File: config.mk
export PLATFORM = sky130hd
export DESIGN_NAME = tlv_packet_skeleton_parser_unit
export DESIGN_NICKNAME = d
export VERILOG_FILES = /design/src/hw/rtl/tlvpsp_pkg.sv /design/src/hw/rtl/tlvpsp_core.sv /design/src/hw/rtl/tlvpsp_rsp_fifo.sv /design/src/hw/rtl/tlv_packet_skeleton_parser_unit.sv
export SDC_FILE = /design/constraint.sdc
export NUM_CORES = 1
export LEC_CHECK = 0
export BUFFER_PORTS_ARGS = -buffer_cell sky130_fd_sc_hd__buf_2
export CELL_PAD_IN_SITES_DETAIL_PLACEMENT = 1
export CELL_PAD_IN_SITES_GLOBAL_PLACEMENT = 1
export CORE_MARGIN = 5
export CORE_UTILIZATION = 53
export DETAILED_ROUTE_END_ITERATION = 6
export PLACE_DENSITY = 0.92
export SYNTH_ARGS = -nofsm -noshare
export SYNTH_HDL_FRONTEND = slang
export SYNTH_SLANG_ARGS = --single-unit
File: constraint.sdc
create_clock -name clock -period 32.1 [get_ports clock]
set_clock_uncertainty 0.05 [all_clocks]
set_input_delay 4.815 -clock clock [delete_from_list [all_inputs] [get_ports clock]]
set_output_delay 4.815 -clock clock [all_outputs]
set_load 0.05 [all_outputs]
File: src/hw/rtl/tlvpsp_pkg.sv
// Types and constants of the packet skeleton parser.
`timescale 1ns / 1ps
package tlvpsp_pkg;

   // Field kinds reported on the result stream.
   localparam logic [3:0] KIND_HOPLIMIT  = 4'd0;
   localparam logic [3:0] KIND_CPI       = 4'd8;
   localparam logic [3:0] KIND_FRAG      = 4'd9;
   localparam logic [3:0] KIND_NAME      = 4'd4;
   localparam logic [3:0] KIND_KEYID     = 4'd5;
   localparam logic [3:0] KIND_OBJHASH   = 4'd6;
   localparam logic [3:0] KIND_EXPIRY    = 4'd7;
   localparam logic [3:0] KIND_CERT      = 4'd10;
   localparam logic [3:0] KIND_PUBKEY    = 4'd11;
   localparam logic [3:0] KIND_DONE      = 4'd12;

   // Packet types accepted in the fixed header.
   localparam logic [7:0] PKT_INTEREST   = 8'h00;
   localparam logic [7:0] PKT_OBJECT     = 8'h01;
   localparam logic [7:0] PKT_RETURN     = 8'h02;
   localparam logic [7:0] PKT_CONTROL    = 8'h04;
   localparam logic [7:0] PKT_HOPHASH    = 8'hA4;

   // TLV type codes.
   localparam logic [15:0] MSG_INTEREST  = 16'h0001;
   localparam logic [15:0] MSG_OBJECT    = 16'h0002;
   localparam logic [15:0] MSG_MANIFEST  = 16'h0006;
   localparam logic [15:0] T_CPI         = 16'hBEEF;
   localparam logic [15:0] T_FRAG        = 16'h0005;
   localparam logic [15:0] T_NAME        = 16'h0000;
   localparam logic [15:0] T_KEYID       = 16'h0002;
   localparam logic [15:0] T_OBJHASH     = 16'h0003;
   localparam logic [15:0] T_EXPIRY      = 16'h0006;
   localparam logic [15:0] ALG_CONTAINER = 16'h0003;
   localparam logic [15:0] T_VT_LO       = 16'h0006;
   localparam logic [15:0] T_VT_HI       = 16'h0008;
   localparam logic [15:0] T_SIG_KEYID   = 16'h0009;
   localparam logic [15:0] T_SIG_CERT    = 16'h000C;
   localparam logic [15:0] T_SIG_PUBKEY  = 16'h000B;

   // One result record.
   typedef struct packed {
      logic        last;
      logic        ok;
      logic [15:0] length;
      logic [15:0] offset;
      logic [3:0]  kind;
   } rec_type;

   // Results caused by one accepted byte: a field record and a done record.
   typedef struct packed {
      logic    fld_valid;
      rec_type fld;
      logic    done_valid;
      rec_type done;
   } push_type;

endpackage

File: src/hw/rtl/tlvpsp_core.sv
// Parse state and per-byte parsing logic of the packet skeleton parser.
`timescale 1ns / 1ps
module tlvpsp_core (
   input  logic               clock,
   input  logic               reset,
   input  logic               accept,
   input  logic [7:0]         data_byte,
   input  logic               last_byte,
   output tlvpsp_pkg::push_type push
);
   import tlvpsp_pkg::*;

   typedef enum logic [3:0] {
      PH_FIX, PH_PERHOP, PH_MSG, PH_BODYI, PH_BODYO,
      PH_VALALG, PH_VALTYPE, PH_SIG, PH_IDLE
   } phase_type;

   phase_type   phase_ff, phase_in;
   logic [15:0] pos_ff, pos_in;
   logic [7:0]  kind_ff, kind_in;
   logic [7:0]  hend_ff, hend_in;
   logic [15:0] pend_ff, pend_in;
   logic [31:0] tl_ff, tl_in;
   logic [16:0] se0_ff, se0_in, se1_ff, se1_in, se2_ff, se2_in;
   logic [16:0] start_ff, start_in;
   logic [1:0]  fc_ff, fc_in;
   logic        good_ff, good_in;

   logic [17:0] s18, p18, v18, e18;
   logic [15:0] ttype, tlen;
   logic [1:0]  lim;
   logic        put;
   logic [3:0]  put_kind;

   // Next parse state and the results of the byte.
   always_comb begin
      phase_in = phase_ff; pos_in = pos_ff; kind_in = kind_ff; hend_in = hend_ff;
      pend_in = pend_ff; tl_in = tl_ff; se0_in = se0_ff; se1_in = se1_ff;
      se2_in = se2_ff; start_in = start_ff; fc_in = fc_ff; good_in = good_ff;
      put = 1'b0; put_kind = KIND_HOPLIMIT;
      s18 = 18'd0; v18 = 18'd0; e18 = 18'd0; lim = 2'd0;
      ttype = 16'd0; tlen = 16'd0;
      p18 = {2'b00, pos_ff};
      push = '0;

      if (phase_ff == PH_FIX) begin
         case (pos_ff)
            16'd0: tl_in = {24'd0, data_byte};
            16'd1: kind_in = data_byte;
            16'd2: pend_in = {data_byte, 8'd0};
            16'd3: pend_in = {pend_ff[15:8], data_byte};
            16'd7: begin
               hend_in = data_byte;
               if (tl_ff == 32'd1 && (kind_ff == PKT_INTEREST || kind_ff == PKT_OBJECT ||
                   kind_ff == PKT_RETURN || kind_ff == PKT_CONTROL ||
                   kind_ff == PKT_HOPHASH) && data_byte >= 8'd8 &&
                   pend_ff >= {8'd0, data_byte}) begin
                  good_in = 1'b1;
                  if (kind_ff == PKT_INTEREST) begin
                     push.fld_valid = 1'b1;
                     push.fld.kind = KIND_HOPLIMIT;
                     push.fld.offset = 16'd4;
                     push.fld.length = 16'd1;
                     push.fld.ok = 1'b1;
                  end
                  phase_in = PH_PERHOP;
                  start_in = 17'd8;
               end else begin
                  phase_in = PH_IDLE;
               end
               tl_in = 32'd0;
            end
            default: ;
         endcase
      end else begin
         // Skip areas whose next header cannot start.
         if (phase_in == PH_PERHOP && !({1'b0, start_in} + 18'd4 < {10'd0, hend_ff})) begin
            phase_in = PH_MSG;
            start_in = {9'd0, hend_ff};
         end
         lim = (phase_in == PH_BODYI) ? 2'd3 : 2'd2;
         if ((phase_in == PH_BODYI || phase_in == PH_BODYO) &&
             !(p18 < {1'b0, se0_ff} && start_in < se0_ff && fc_ff < lim)) begin
            phase_in = PH_VALALG;
            start_in = se0_ff;
         end
         s18 = {1'b0, start_in};
         if ((phase_in == PH_MSG || phase_in == PH_VALALG) &&
             !(s18 + 18'd4 < {2'b00, pend_ff}))
            phase_in = PH_IDLE;
         if (phase_in == PH_VALTYPE && !(s18 + 18'd4 < {1'b0, se1_ff}))
            phase_in = PH_IDLE;
         if (phase_in == PH_SIG && !(s18 + 18'd4 < {1'b0, se2_ff}))
            phase_in = PH_IDLE;

         // Capture the four type-length bytes, then act on the header.
         if (phase_in != PH_IDLE && p18 >= s18 && p18 <= s18 + 18'd3) begin
            tl_in = {tl_ff[23:0], data_byte};
            if (p18 == s18 + 18'd3) begin
               ttype = tl_in[31:16];
               tlen = tl_in[15:0];
               v18 = s18 + 18'd4;
               e18 = v18 + {2'b00, tlen};
               case (phase_in)
                  PH_PERHOP: begin
                     if (e18 <= {10'd0, hend_ff} && ttype >= 16'd1 && ttype <= 16'd3) begin
                        put = 1'b1; put_kind = ttype[3:0];
                     end
                     start_in = e18[16:0];
                  end
                  PH_MSG: begin
                     if (e18 > {2'b00, pend_ff}) begin
                        phase_in = PH_IDLE;
                     end else begin
                        se0_in = e18[16:0];
                        fc_in = 2'd0;
                        if (ttype == MSG_INTEREST) begin
                           phase_in = PH_BODYI; start_in = v18[16:0];
                        end else if (ttype == MSG_OBJECT || ttype == MSG_MANIFEST) begin
                           phase_in = PH_BODYO; start_in = v18[16:0];
                        end else begin
                           if (ttype == T_CPI) begin
                              put = 1'b1; put_kind = KIND_CPI;
                           end else if (ttype == T_FRAG) begin
                              put = 1'b1; put_kind = KIND_FRAG;
                           end
                           phase_in = PH_VALALG; start_in = e18[16:0];
                        end
                     end
                  end
                  PH_BODYI, PH_BODYO: begin
                     if (e18 <= {1'b0, se0_ff}) begin
                        if (ttype == T_NAME) begin
                           put = 1'b1; put_kind = KIND_NAME;
                        end else if (phase_in == PH_BODYI && ttype == T_KEYID) begin
                           put = 1'b1; put_kind = KIND_KEYID;
                        end else if (phase_in == PH_BODYI && ttype == T_OBJHASH) begin
                           put = 1'b1; put_kind = KIND_OBJHASH;
                        end else if (phase_in == PH_BODYO && ttype == T_EXPIRY) begin
                           put = 1'b1; put_kind = KIND_EXPIRY;
                        end
                        if (put) fc_in = fc_ff + 2'd1;
                     end
                     start_in = e18[16:0];
                  end
                  PH_VALALG: begin
                     if (e18 <= {2'b00, pend_ff} && ttype == ALG_CONTAINER) begin
                        phase_in = PH_VALTYPE; start_in = v18[16:0]; se1_in = e18[16:0];
                     end else begin
                        phase_in = PH_IDLE;
                     end
                  end
                  PH_VALTYPE: begin
                     if (e18 <= {1'b0, se1_ff} && ttype >= T_VT_LO && ttype <= T_VT_HI) begin
                        phase_in = PH_SIG; start_in = v18[16:0]; se2_in = e18[16:0];
                     end else begin
                        phase_in = PH_IDLE;
                     end
                  end
                  PH_SIG: begin
                     if (e18 <= {1'b0, se2_ff}) begin
                        if (ttype == T_SIG_KEYID) begin
                           put = 1'b1; put_kind = KIND_KEYID;
                        end else if (ttype == T_SIG_CERT) begin
                           put = 1'b1; put_kind = KIND_CERT;
                        end else if (ttype == T_SIG_PUBKEY) begin
                           put = 1'b1; put_kind = KIND_PUBKEY;
                        end
                     end
                     start_in = e18[16:0];
                  end
                  default: ;
               endcase
               if (put) begin
                  push.fld_valid = 1'b1;
                  push.fld.kind = put_kind;
                  push.fld.offset = v18[15:0];
                  push.fld.length = tlen;
                  push.fld.ok = 1'b1;
               end
            end
         end
      end

      // End of packet: done record, then back to the reset state.
      if (last_byte) begin
         push.done_valid = 1'b1;
         push.done.kind = KIND_DONE;
         push.done.ok = good_in;
         push.done.last = 1'b1;
         phase_in = PH_FIX; pos_in = '0; kind_in = '0; hend_in = '0; pend_in = '0;
         tl_in = '0; se0_in = '0; se1_in = '0; se2_in = '0; start_in = '0;
         fc_in = '0; good_in = 1'b0;
      end else begin
         push.fld.last = 1'b1;
         if (pos_ff != 16'hFFFF) pos_in = pos_ff + 16'd1;
      end
   end

   // Parse state registers, updated on each accepted byte.
   always_ff @(posedge clock) begin
      if (reset) begin
         phase_ff <= PH_FIX; pos_ff <= '0; kind_ff <= '0; hend_ff <= '0; pend_ff <= '0;
         tl_ff <= '0; se0_ff <= '0; se1_ff <= '0; se2_ff <= '0; start_ff <= '0;
         fc_ff <= '0; good_ff <= 1'b0;
      end else if (accept) begin
         phase_ff <= phase_in; pos_ff <= pos_in; kind_ff <= kind_in; hend_ff <= hend_in;
         pend_ff <= pend_in; tl_ff <= tl_in; se0_ff <= se0_in; se1_ff <= se1_in;
         se2_ff <= se2_in; start_ff <= start_in; fc_ff <= fc_in; good_ff <= good_in;
      end
   end

endmodule

File: src/hw/rtl/tlvpsp_rsp_fifo.sv
// Four-entry result queue that takes up to two records per cycle.
`timescale 1ns / 1ps
module tlvpsp_rsp_fifo (
   input  logic                 clock,
   input  logic                 reset,
   input  logic                 push_en,
   input  tlvpsp_pkg::push_type push,
   output logic                 room,
   output logic                 out_valid,
   output tlvpsp_pkg::rec_type  out_rec,
   input  logic                 out_ready
);
   import tlvpsp_pkg::*;

   rec_type     mem_ff [4];
   logic [1:0]  wr_ff, wr_in, rd_ff, rd_in;
   logic [2:0]  cnt_ff, cnt_in;
   logic        pop, w0, w1;
   logic [1:0]  nw;

   assign room = cnt_ff <= 3'd2;
   assign out_valid = cnt_ff != 3'd0;
   assign out_rec = mem_ff[rd_ff];
   assign pop = out_valid && out_ready;
   assign w0 = push_en && push.fld_valid;
   assign w1 = push_en && push.done_valid;
   assign nw = {1'b0, w0} + {1'b0, w1};

   // Pointer and fill count updates.
   always_comb begin
      wr_in = wr_ff + nw;
      rd_in = rd_ff + {1'b0, pop};
      cnt_in = cnt_ff + {1'b0, nw} - {2'b00, pop};
   end

   always_ff @(posedge clock) begin
      if (reset) begin
         wr_ff <= '0; rd_ff <= '0; cnt_ff <= '0;
      end else begin
         wr_ff <= wr_in; rd_ff <= rd_in; cnt_ff <= cnt_in;
      end
   end

   // Record storage: the field record first, the done record after it.
   always_ff @(posedge clock) begin
      if (w0) mem_ff[wr_ff] <= push.fld;
      if (w1) mem_ff[wr_ff + {1'b0, w0}] <= push.done;
   end

endmodule

File: src/hw/rtl/tlv_packet_skeleton_parser_unit.sv
// Top level of the streaming packet skeleton parser.
`timescale 1ns / 1ps
// Takes one packet byte per transaction and reports the offset and length of
// each recognized header, message and validation field as soon as its
// type-length header is complete, then a done record with the header status
// on the byte marked last. Each byte is parsed in the cycle it is accepted,
// so a byte can be taken every cycle; results pass through a four-entry
// queue, and a byte is accepted while at least two queue slots are free.
// A byte yields at most two results, so the output side sets the rate only
// on last bytes that also close a field or when the consumer stalls.
module tlv_packet_skeleton_parser_unit (
   input  logic        clock,
   input  logic        reset,
   input  logic        req_tvalid,
   output logic        req_tready,
   input  logic [7:0]  req_tdata,   // [7:0] data_byte
   input  logic        req_tlast,   // last_byte
   output logic        rsp_tvalid,
   input  logic        rsp_tready,
   output logic [39:0] rsp_tdata,   // [3:0] field_kind, [19:4] field_offset,
                                    // [35:20] field_length, [36] parse_ok, rest zero
   output logic        rsp_tlast    // last_result
);
   import tlvpsp_pkg::*;

   push_type push;
   rec_type  head;
   logic     accept;

   assign accept = req_tvalid && req_tready;

   tlvpsp_core u_core (
      .clock(clock), .reset(reset), .accept(accept),
      .data_byte(req_tdata), .last_byte(req_tlast), .push(push)
   );

   tlvpsp_rsp_fifo u_fifo (
      .clock(clock), .reset(reset), .push_en(accept), .push(push),
      .room(req_tready), .out_valid(rsp_tvalid), .out_rec(head), .out_ready(rsp_tready)
   );

   // Result transaction packing.
   assign rsp_tdata = {3'b000, head.ok, head.length, head.offset, head.kind};
   assign rsp_tlast = head.last;

endmodule

# ---- After elaboration in Yosys (flattened, before gate mapping)
# Memory sizes are Yosys's and may differ from the RTL's. A register that Yosys moved wholly into a read port is not among the register bits.
# Cells that the tools add are included.
dict set report op_classes {
  n_addsub 12
  magnitude_cmp 22
  n_eq_ne 44
  n_mux 146
  n_reduce_logical 70
}
# op n
set ops {}
lappend ops {{17-bit two-way mux} 33}
lappend ops {{37-bit two-way mux} 7}
lappend ops {{4-bit two-way mux} 35}
lappend ops {{32-bit two-way mux} 3}
lappend ops {{17-bit case mux with 4 select lines} 1}
lappend ops {{16-bit by 2-bit equality test with 1-bit output (second input constant)} 4}
lappend ops {{16-bit two-way mux} 4}
lappend ops {{32-bit case mux with 2 select lines} 1}
lappend ops {{18-bit by 17-bit <= comparator with 1-bit output} 3}
lappend ops {{16-bit by 3-bit equality test with 1-bit output (second input constant)} 3}
lappend ops {{16-bit by 4-bit equality test with 1-bit output (second input constant)} 3}
lappend ops {{8-bit two-way mux} 6}
lappend ops {{1-bit two-way mux} 41}
lappend ops {{17-bit by 3-bit adder with 18-bit output (second input constant)} 2}
lappend ops {{18-bit by 17-bit less-than comparator with 1-bit output} 2}
lappend ops {{16-bit by 1-bit equality test with 1-bit output (second input constant)} 2}
lappend ops {{32-bit by 1-bit equality test with 1-bit output (second input constant)} 1}
lappend ops {{4-bit by 3-bit equality test with 1-bit output (second input constant)} 8}
lappend ops {{16-bit zero test} 2}
lappend ops {{16-bit case mux with 2 select lines} 1}
lappend ops {{1-bit logical AND} 24}
lappend ops {{2-bit nonzero test} 12}
lappend ops {{17-bit by 2-bit adder with 18-bit output (second input constant)} 1}
lappend ops {{18-bit by 16-bit adder with 18-bit output} 1}
lappend ops {{55 further kinds} 94}
dict set report word_totals {
  regBits 162
  mem_bits_rw 152
  input_bits 13
  out_inout_bits 43
  elab_cells 311
  n_memories 1
}
# memory words word_bits rd rd_clocked_by_memory_dff wr line
set memory_table {}
lappend memory_table {u_fifo.mem_ff 4 38 1 1 2 tlvpsp_rsp_fifo.sv:15} ;# rec_type mem_ff [4];

# ---- Longest topological paths before layout
# Gate-level depths: netlist of the first run.
dict set report depth {
  ltp_word 52
  depth_mapped 61
  ltp_nobuf 53
}

# ---- Cells and area by module
# Synthesis of the first run repeated with hierarchy kept, for this count alone.
dict set report unflattened {
  cells_unflattened 2614
  area_unflattened_um2 24432.2
}
# module n_inst cells_per_inst area_each_um2 seq_area_each_um2
set modules_own_cells {}
lappend modules_own_cells {tlvpsp_core 1 1982 15491.1 3103.0}
lappend modules_own_cells {tlvpsp_rsp_fifo 1 627 8908.5 4704.5}
lappend modules_own_cells {tlv_packet_skeleton_parser_unit 1 5 32.5 0.0}

# ---- Worst setup path before layout of the first run
# Ideal clock, no wire load.
dict set report synth_path {
  path_kind {register -> register}
  start {register u_core.start_ff[4]}
  end {memory u_fifo.mem_ff[2][15] in the netlist's numbering}
  setup_time_ns 0.117
  arrival_time_ns 11.721
  t_required_ns 31.933
  path_slack_ns 20.212
  stages_incl_launch_ff 58
  n_path_buf 9
  synth_period_minus_slack_ns 11.888
  cell_sequence {dfxtp_1 -> buf_4 -> and4_1 -> nand2_1 -> xnor2_1 -> ha_1 -> a211oi_1 -> nand2_1 -> a21oi_1 -> and4_4 -> a21bo_1 -> buf_6 -> clkbuf_1 -> clkbuf_1 -> nand2_1 -> o21ai_0 -> ha_1 -> a21oi_1 -> [... 22 more ...] -> ha_1 -> and4_1 -> a221o_1 -> a21o_1 -> a21o_1 -> a21oi_1 -> a21oi_1 -> a211o_1 -> o32ai_1 -> o311ai_1 -> a21oi_1 -> ha_1 -> nor3_1 -> nor3_1 -> and2_1 -> clkbuf_1 -> clkbuf_1 -> a22o_1}
}
# element line
set synth_lines {}
lappend synth_lines {{from (decl)} tlvpsp_core.sv:25} ;# logic [16:0] start_ff, start_in;
lappend synth_lines {{from (signal assigned)} tlvpsp_core.sv:209} ;# se2_ff <= se2_in; start_ff <= start_in; fc_ff <= fc_in; good_ff <= good_in;
lappend synth_lines {{to (decl)} tlvpsp_rsp_fifo.sv:15}

==> reports/summary.md, run 1 <==
The path type of the worst min-delay path is reg2reg. The design draws 1.136 mW. The sequential cells in the finished layout cover a total of 6449 sq um. The summed negative setup slack over all endpoints was 0 ps; the detailed-route via count was 21860. The ratio of routed vias to standard cells was 7.310; the number of buffers on the longest clock path was 3.

Row generation in the floorplan step produced 73 rows. The final routed wirelength across all metal layers was 99040 um; the fraction of synthesized cell area taken by the top area cell type was 0.2840. Count of final max-slew check failures: 0. After floorplanning, the core was sized to cover 39460 sq um. The largest single stage delay on the critical path is 1020 ps.

For the worst-skew pair, the clock arrives at the later sink with an insertion delay of 580 ps. Count of H-tree levels built during CTS: 2. Of all nets on the critical path, the largest fanout is 31.

After filler insertion, the fill cell instance count of the layout stands at 4541. STA puts the critical path data required time at 32550 ps. The via count of the first global-routing pass came out at 23010. Worst slack after detailed placement: 18060 ps.

The count of buffers added on input and output ports is 52. The share of the clock period used by the worst path works out to 0.4960. In this run the vertical extent of the chip is 209.1 um. The endpoint arrival time on the critical path was 16370 ps; the worst hold slack was 433.6 ps.

The cell depth of the worst hold path works out to 1. The met1 demand-to-capacity share in global routing came out at 0.5156. For this design the ratio of total power to cell area is 48.99 nW/um^2. Kind of end point of the critical path: a flop. The tools report the combined area of all synthesized cells as 21010 sq um.

By instance count, the cell type seen most on the critical path is ha_1. The remaining max-slew budget at the tightest pin was 0.1906; the die boundary width was 209.1 um. The leakage component of the power was 9.433 nW. For the least setup slack across all paths after layout, the log shows 16180 ps. The largest individual stage delay along the critical path comes from the cell a2111oi_0. Share of post-route cells with drive strength above 1: 0.1087.

The number of buffers inserted for hold repair after clock tree synthesis is 0, and the total of endpoints with negative setup slack in the final report is 0. The tools report the count of endpoints failing hold in the final timing report as 0. The global-route met2 utilization was 0.6979. The library cells used most frequently in the layout, excluding fill and tap cells, are dfxtp_1, nor2_1, ha_1. The depth of the worst register-to-register path is 45, and the number of enable-type register cells in the synthesized netlist is 16. For the overall routing resource usage, the log shows 0.4380. The worst setup path is of the reg2reg kind. The top achievable clock speed is 62.81 MHz.

The tools report the maximum number of pins on one net before global-route repair as 92. Counting every sink on the clock net gives 314. After the flow finishes, the layout carries non-filler instances totaling 2991.

Clock-pin slew was measured on the worst setup and hold paths at 70 ps. The initial core utilization is 0.5324, and the residual DRC count is 8. Setup repair after global routing left no endpoint under its margin. 0 antenna diodes ended up in the layout. The I/O pin count is 56. The synthesis warning total is 0. The final reports fail on design-rule violations. The number of buffers inserted during clock tree synthesis was 37.

The number of gates resized after CTS was 0. The synthesized design contains 314 register bits. The leading cell type in the layout, fill and taps excluded is dfxtp_1. Sorting the synthesized cells by area gives the leading types as dfxtp_1, ha_1, a22o_1, nor2_1, mux4_2.

The flow ran to the end, but the final reports show violations. The number of antenna violations at the first check in global routing is 3. The logs give 1.020 for the last weighted congestion value of the routability-driven placer and 0.5875 for the core occupancy in the finished layout.

After layout, the minimum clock period comes to 15920 ps. The antenna violation net count after detailed routing was 0. TritonCTS built the clock tree. The multi-input combinational cells in the finished layout cover a total of 13590 sq um. Among all flip-flop cells after synthesis, the most frequent one is dfxtp_1. The tools report the first-pass GRT wire length as 147800 um. The transition at the pin with the smallest max-transition slack was 1208 ps. Gate count of the mapped netlist: 2412.

The number of different library cells in the post-synthesis netlist was 95; the number of post-CTS setup repair buffers was 0. Root cell of the clock tree: clkbuf_16. The proportion of synthesized flip-flops having asynchronous set or reset came out at 0. The maximum ir drop on the vdd rail is 30.82 uV, and the average instance area after synthesis is 8.710 sq um.

For this block, the initial DRC count from the detailed router was 2822. The total die area is 43720 sq um, and the final design area excluding fillers is 23180 sq um. The pre-antenna-repair detailed-routing pass consisted of 7 iterations. STA classifies the critical path startpoint as a flop. The sum of net half-perimeters after detailed placement came out at 65710 um. The area growth from synthesis to layout is 10.35%. Summed over all instances, the cell type with the most area after synthesis is dfxtp_1. Total overflow reported by the global router: 0. In this run, placement finished with an instance count of 2926. The sequential element share of the synthesized area came out at 0.3068. The global routing's busiest layer is met2.

The routed length per placed instance was 33.11 um. The tools report the number of max-cap violations as 0. Summing all placed instances gives a cell area of 21820 sq um. The run gives 2686 as the net total in the final layout. The run gives 0.1231 as the met3 usage.
-- flip-flops by register name, indices dropped and copies added (netlist names) --
register         flops
u_fifo.cnt_ff        3
u_core.se0_ff       17
u_core.pos_ff       16
u_fifo.mem_ff      152
u_core.kind_ff       8
u_core.tl_ff        32
u_fifo.wr_ff         2
u_core.pend_ff      16
u_core.start_ff     17
u_core.se1_ff       17
u_core.phase_ff      4
u_core.se2_ff       17
u_fifo.rd_ff         2
u_core.hend_ff       8
u_core.fc_ff         2
u_core.good_ff       1
-- per-layer routing --
| metal | vias to the layer above | routed length [um] |
|---|---|---|
| met3 | 640 | 10630 |
| met4 | 4 | 8473 |
| met1 | 10640 | 35870 |
| met2 | 1603 | 44040 |
| met5 | - | 26 |
| li1 | 8978 | - |
-- power by group --
group	internal (mW)	switching (mW)
Clock	0.293	0.193
Combinational	0.0748	0.158
Sequential	0.400	0.0153
Total	0.769	0.367
-- area by class of cell --
cell class | count | share of cell area
well taps | 525 | 0.02834
inverters | 129 | 0.02089
clock buffers | 48 | 0.04620
flip-flops and latches | 314 | 0.2782
multi-input cells | 1855 | 0.5861
repair buffers | 103 | 0.02785
clock inverters | 17 | 0.01247
-- final timing paths --
kind	startpoint	endpoint	slack [ps]
worst max register to register	u_core.start_ff[4]$_SDFFE_PP0P_	u_fifo.mem_ff[2][5]$_SDFFE_PP0N_	16180
worst max-delay path	u_core.start_ff[4]$_SDFFE_PP0P_	u_fifo.mem_ff[2][5]$_SDFFE_PP0N_	16180
worst min-delay path	u_fifo.mem_ff[0][22]$_SDFFE_PP0P_	u_fifo.mem_ff[0][22]$_SDFFE_PP0P_	430
worst min register to register	u_fifo.mem_ff[0][22]$_SDFFE_PP0P_	u_fifo.mem_ff[0][22]$_SDFFE_PP0P_	430
-- synth_stat cells, drive strengths merged (25+ instances only) --
library cell	instances
xnor2	34
nor2	235
a21oi	146
a211oi	26
nor2b	36
inv	129
a22o	130
nand3	63
o21a	25
mux4	38
or3	28
a22oi	32
nand4	57
buf	45
or2	30
nand2	178
xor2	28
a21o	51
dfxtp	298
ha	231
o21ai	95
nor3	68
mux2i	73
clkbuf	71
nor4	37
-- worst max-delay path, delay by kind of cell, from the launching register on --
kind                     cells  cell delay [ps]
buffers and inverters        4             1040
flip-flops                   1              540
XOR/XNOR                     3              630
AND/OR/NAND/NOR             12             2660
adder cells (fa/ha/maj)      6             2430
AO/OA/AOI/OAI               20             8430
-- kinds of logic after synthesis --
logic type,share of synthesized area
AO/OA/AOI/OAI,0.2064
buffers and inverters,0.04836
flip-flops,0.3068
adder cells (fa/ha/maj),0.1400
multiplexers,0.07731
AND/OR/NAND/NOR,0.1951
other,0.0001785
XOR/XNOR,0.02585
Note: power is estimated with default switching activity, not from simulation.
==> inputs of run 2 (changes only) <==
--- a/config.mk
+++ b/config.mk
@@ -9,9 +9,9 @@
 export CELL_PAD_IN_SITES_DETAIL_PLACEMENT = 1
 export CELL_PAD_IN_SITES_GLOBAL_PLACEMENT = 1
 export CORE_MARGIN = 5
-export CORE_UTILIZATION = 53
+export CORE_UTILIZATION = 45
 export DETAILED_ROUTE_END_ITERATION = 6
-export PLACE_DENSITY = 0.92
+export PLACE_DENSITY = 0.84
 export SYNTH_ARGS = -nofsm -noshare
 export SYNTH_HDL_FRONTEND = slang
 export SYNTH_SLANG_ARGS = --single-unit
==> constraint.sdc (replaced) <==
create_clock -name clock -period 12.95 [get_ports clock]
set_clock_uncertainty 0.05 [all_clocks]
set_input_delay 1.9425 -clock clock [delete_from_list [all_inputs] [get_ports clock]]
set_output_delay 1.9425 -clock clock [all_outputs]
set_load 0.05 [all_outputs]
==> reports/summary.md, run 2 (synthesized netlist as in run 1, its figures left out) <==
The run finished with clean final reports. The run gives 3054 (+4.4%) as the placed cell count. The maximum number of pins on one net before global-route repair was 91 (-1.1%). For the clock group share of total power, the log shows 0.403 (-0.026). The ratio of routed vias to standard cells was 6.506 (-11%).

The net total in the final layout was 2732 (+1.7%); the first-pass GRT wire length was 132500 um (-10%). The tools report the total of endpoints with negative setup slack in the final report as 0 (unchanged). The power density over the cells was 111.7 nW/um^2 (+130%). The number of buffers and inverters on the critical path is 6 (+2).

The via count of the first global-routing pass came out at 21290 (-7.5%). The tools report the kind of end point of the critical path as a flop. The y dimension of the die was 226.1 um (+8.1%). The number of post-CTS setup repair buffers is 0 (unchanged), and the final routed wirelength across all metal layers is 88350 um (-11%). The highest layer touched by signal routing is met4.

The least setup slack across all paths after layout is 589.8 ps (-15590 ps). Flip-flop count of the largest register after layout: 152 (unchanged). The sum of net half-perimeters after detailed placement is 66120 um (+0.63%), and the antenna violation net count after detailed routing is 0 (unchanged).

In this design, the largest share of critical-path delay is due to compound AO/OA/AOI/OAI gates. The power share of the combinational group is 0.207 (+0.002), and the I/O pin count is 56 (unchanged). The tools report the total overflow reported by the global router as 0 (unchanged). The tools report the detailed-route via count as 20290 (-7.2%).

The tools report the number of rows created at floorplan as 79 (+8.2%). The total die area was 51110 sq um (+17%); the residual DRC count was 0 (-8). The number of buffers added on ports is 52 (unchanged).

Internal power contribution: 1.793 mW (+130%). The top cell types in the final layout, fill and taps aside, are dfxtp_1, nor2_1, ha_1. The largest registers in the layout are u_fifo.mem_ff (152), u_core.tl_ff (32). Critical path's slowest cell: nor3_1.

The last weighted congestion value of the routability-driven placer is 1.049 (+2.8%), and the total iterations of the first detailed-routing run is 5 (-2). The largest fanout of any net on the critical path was 30 (-3.2%); the initial core utilization was 0.4532 (-0.07925). The tools report the leakage component of the power as 9.629 nW (+2.1%).

The share of the clock period used by the worst path works out to 0.9545 (+0.4585). The share of post-route cells with drive strength above 1 was 0.1270 (+0.01831); the top achievable clock speed was 80.90 MHz (+29%). The routed length on met2 came out at 40750 um (-7.5%). The net switching fraction of the power was 0.3193 (-0.003986); the maximum ir drop on the vdd rail was 151.1 uV (+390%). The register containing the most flip-flops in the final layout was u_fifo.mem_ff. The count of clock tree sinks is 314 (unchanged), and the routed length per placed instance is 28.33 um (-14%). Startpoint kind of the worst setup timing path: a flop.

Count of H-tree levels built during CTS: 2 (unchanged). The number of buffers inserted for hold repair after clock tree synthesis came out at 0 (unchanged). The number of antenna violations at the first check in global routing is 0 (-3), and the number of inserted diodes is 0 (unchanged). The CTS clock-pin slew for the worst setup and hold paths works out to 60 ps (about the same). The library cell used most frequently in the layout, excluding fill and tap cells, is dfxtp_1. In this run the worst hold path is classified as reg2reg.

Number of DRC violations after detailed-routing iteration 0: 1751 (-38%). The highest cell delay on the worst timing path is 500 ps (-520 ps), and the clock period minus final worst setup slack is 12360 ps (-3560 ps). The overall routing resource usage was 0.3361 (-0.1019). The run gives 0 (unchanged) as the number of max-cap violations. TritonCTS built the clock tree.

The worst slack after detailed placement is 376.9 ps (-17680 ps), and the clock latency on the worst-skew pair is 570 ps (about the same). The count of endpoints failing hold in the final timing report was 0 (unchanged); the die boundary width was 226.1 um (+8.1%). Count of non-filler cells in the finished layout: 3119 (+4.3%).

The number of buffers on the longest clock path is 3 (unchanged), and the net switching component of the power is 0.8410 mW (+130%). The worst path required time was 13350 ps (-19200 ps); the met1 routed wirelength after detailed routing was 36650 um (+2.2%). The tools report the number of buffers inserted during clock tree synthesis as 37 (unchanged). Remaining max-slew budget at the tightest pin: 0.1542 (-0.03642). Area growth from synthesis to final layout: 12.25%. Placeable core area: 46360 sq um (+17%). Clock tree synthesis selected as its root buffer the cell clkbuf_16. The met3 wire length is 6151 um (-42%), and the count of final max-slew check failures is 0 (unchanged). By startpoint and endpoint, the worst setup path is classified as reg2reg. The transition at the pin with the smallest max-transition slack came out at 1261 ps (+53.61 ps).

The fraction of power consumed by sequential logic came out at 0.390 (+0.024). The dominant cell type by count on the critical path is ha_1. The tools report the endpoint arrival time on the critical path as 12760 ps (-3610 ps).

For the count of cells resized by post-cts repair, the log shows 0 (unchanged).
run 2: cell count changes in the layout (fill, tap and decap cells not counted), moves of 2 or more:
cell,delta
clkbuf_16,-2
clkbuf_8,+4
buf_6,+2
clkbuf_1,+5
xnor2_2,+3
xnor2_1,-3
clkinv_2,-2
bufinv_16,-6
buf_4,+43
run 2: worst paths after layout:
path,slack (ps),cells past startpoint,to,start
worst min register to register,430,1,u_fifo.mem_ff[0][32]$_SDFFE_PP0P_,u_fifo.mem_ff[0][32]$_SDFFE_PP0P_
worst max register to register,590,50,u_fifo.mem_ff[0][4]$_SDFFE_PP0P_,u_core.start_ff[2]$_SDFFE_PP0P_
worst max-delay path,590,50,u_fifo.mem_ff[0][4]$_SDFFE_PP0P_,u_core.start_ff[2]$_SDFFE_PP0P_
worst min-delay path,430,1,u_fifo.mem_ff[0][32]$_SDFFE_PP0P_,u_fifo.mem_ff[0][32]$_SDFFE_PP0P_
run 2: area by class of cell:
cell class / instances / area (sq um)
sequential: 314 / 6449
multi-input combinational: 1855 / 13660
clock buffer: 55 / 1095
inverter: 129 / 484.2
timing repair buffer: 149 / 1011
clock inverter: 10 / 117.6
fill: 5380 / 22780
tap: 607 / 759.5
run 2: power by group through the flow:
stage,sequential (mW),clock [mW],combinational [mW]
after floorplan,1.02,0,0.380
final,1.03,1.06,0.546
after CTS,1.03,1.07,0.538
after detailed placement,1.05,0,0.532
after global placement,1.05,0,0.512
after global routing,1.03,1.11,0.584
run 2: metal layers:
layer	up-vias	track usage
met5	-	0
met1	10190	0.4273
met2	796	0.5554
met4	0	0.1564
met3	249	0.06122
li1	9056	-
run 2: per-stage QoR:
stage          hold slack (ps)  cell area [sq um]    util  setup TNS (ps)  total power, mW
6_report                 430.6              23580  0.5087               0            2.634
5_1_grt                  438.9              23580  0.5087          -49.95            2.720
4_1_cts                  429.5              23490  0.5066               0            2.633
3_5_place_dp             411.1              22270  0.4805               0            1.580
3_3_place_gp             390.0              22270  0.4805               0            1.558
2_1_floorplan            377.7              21020       -               0            1.404
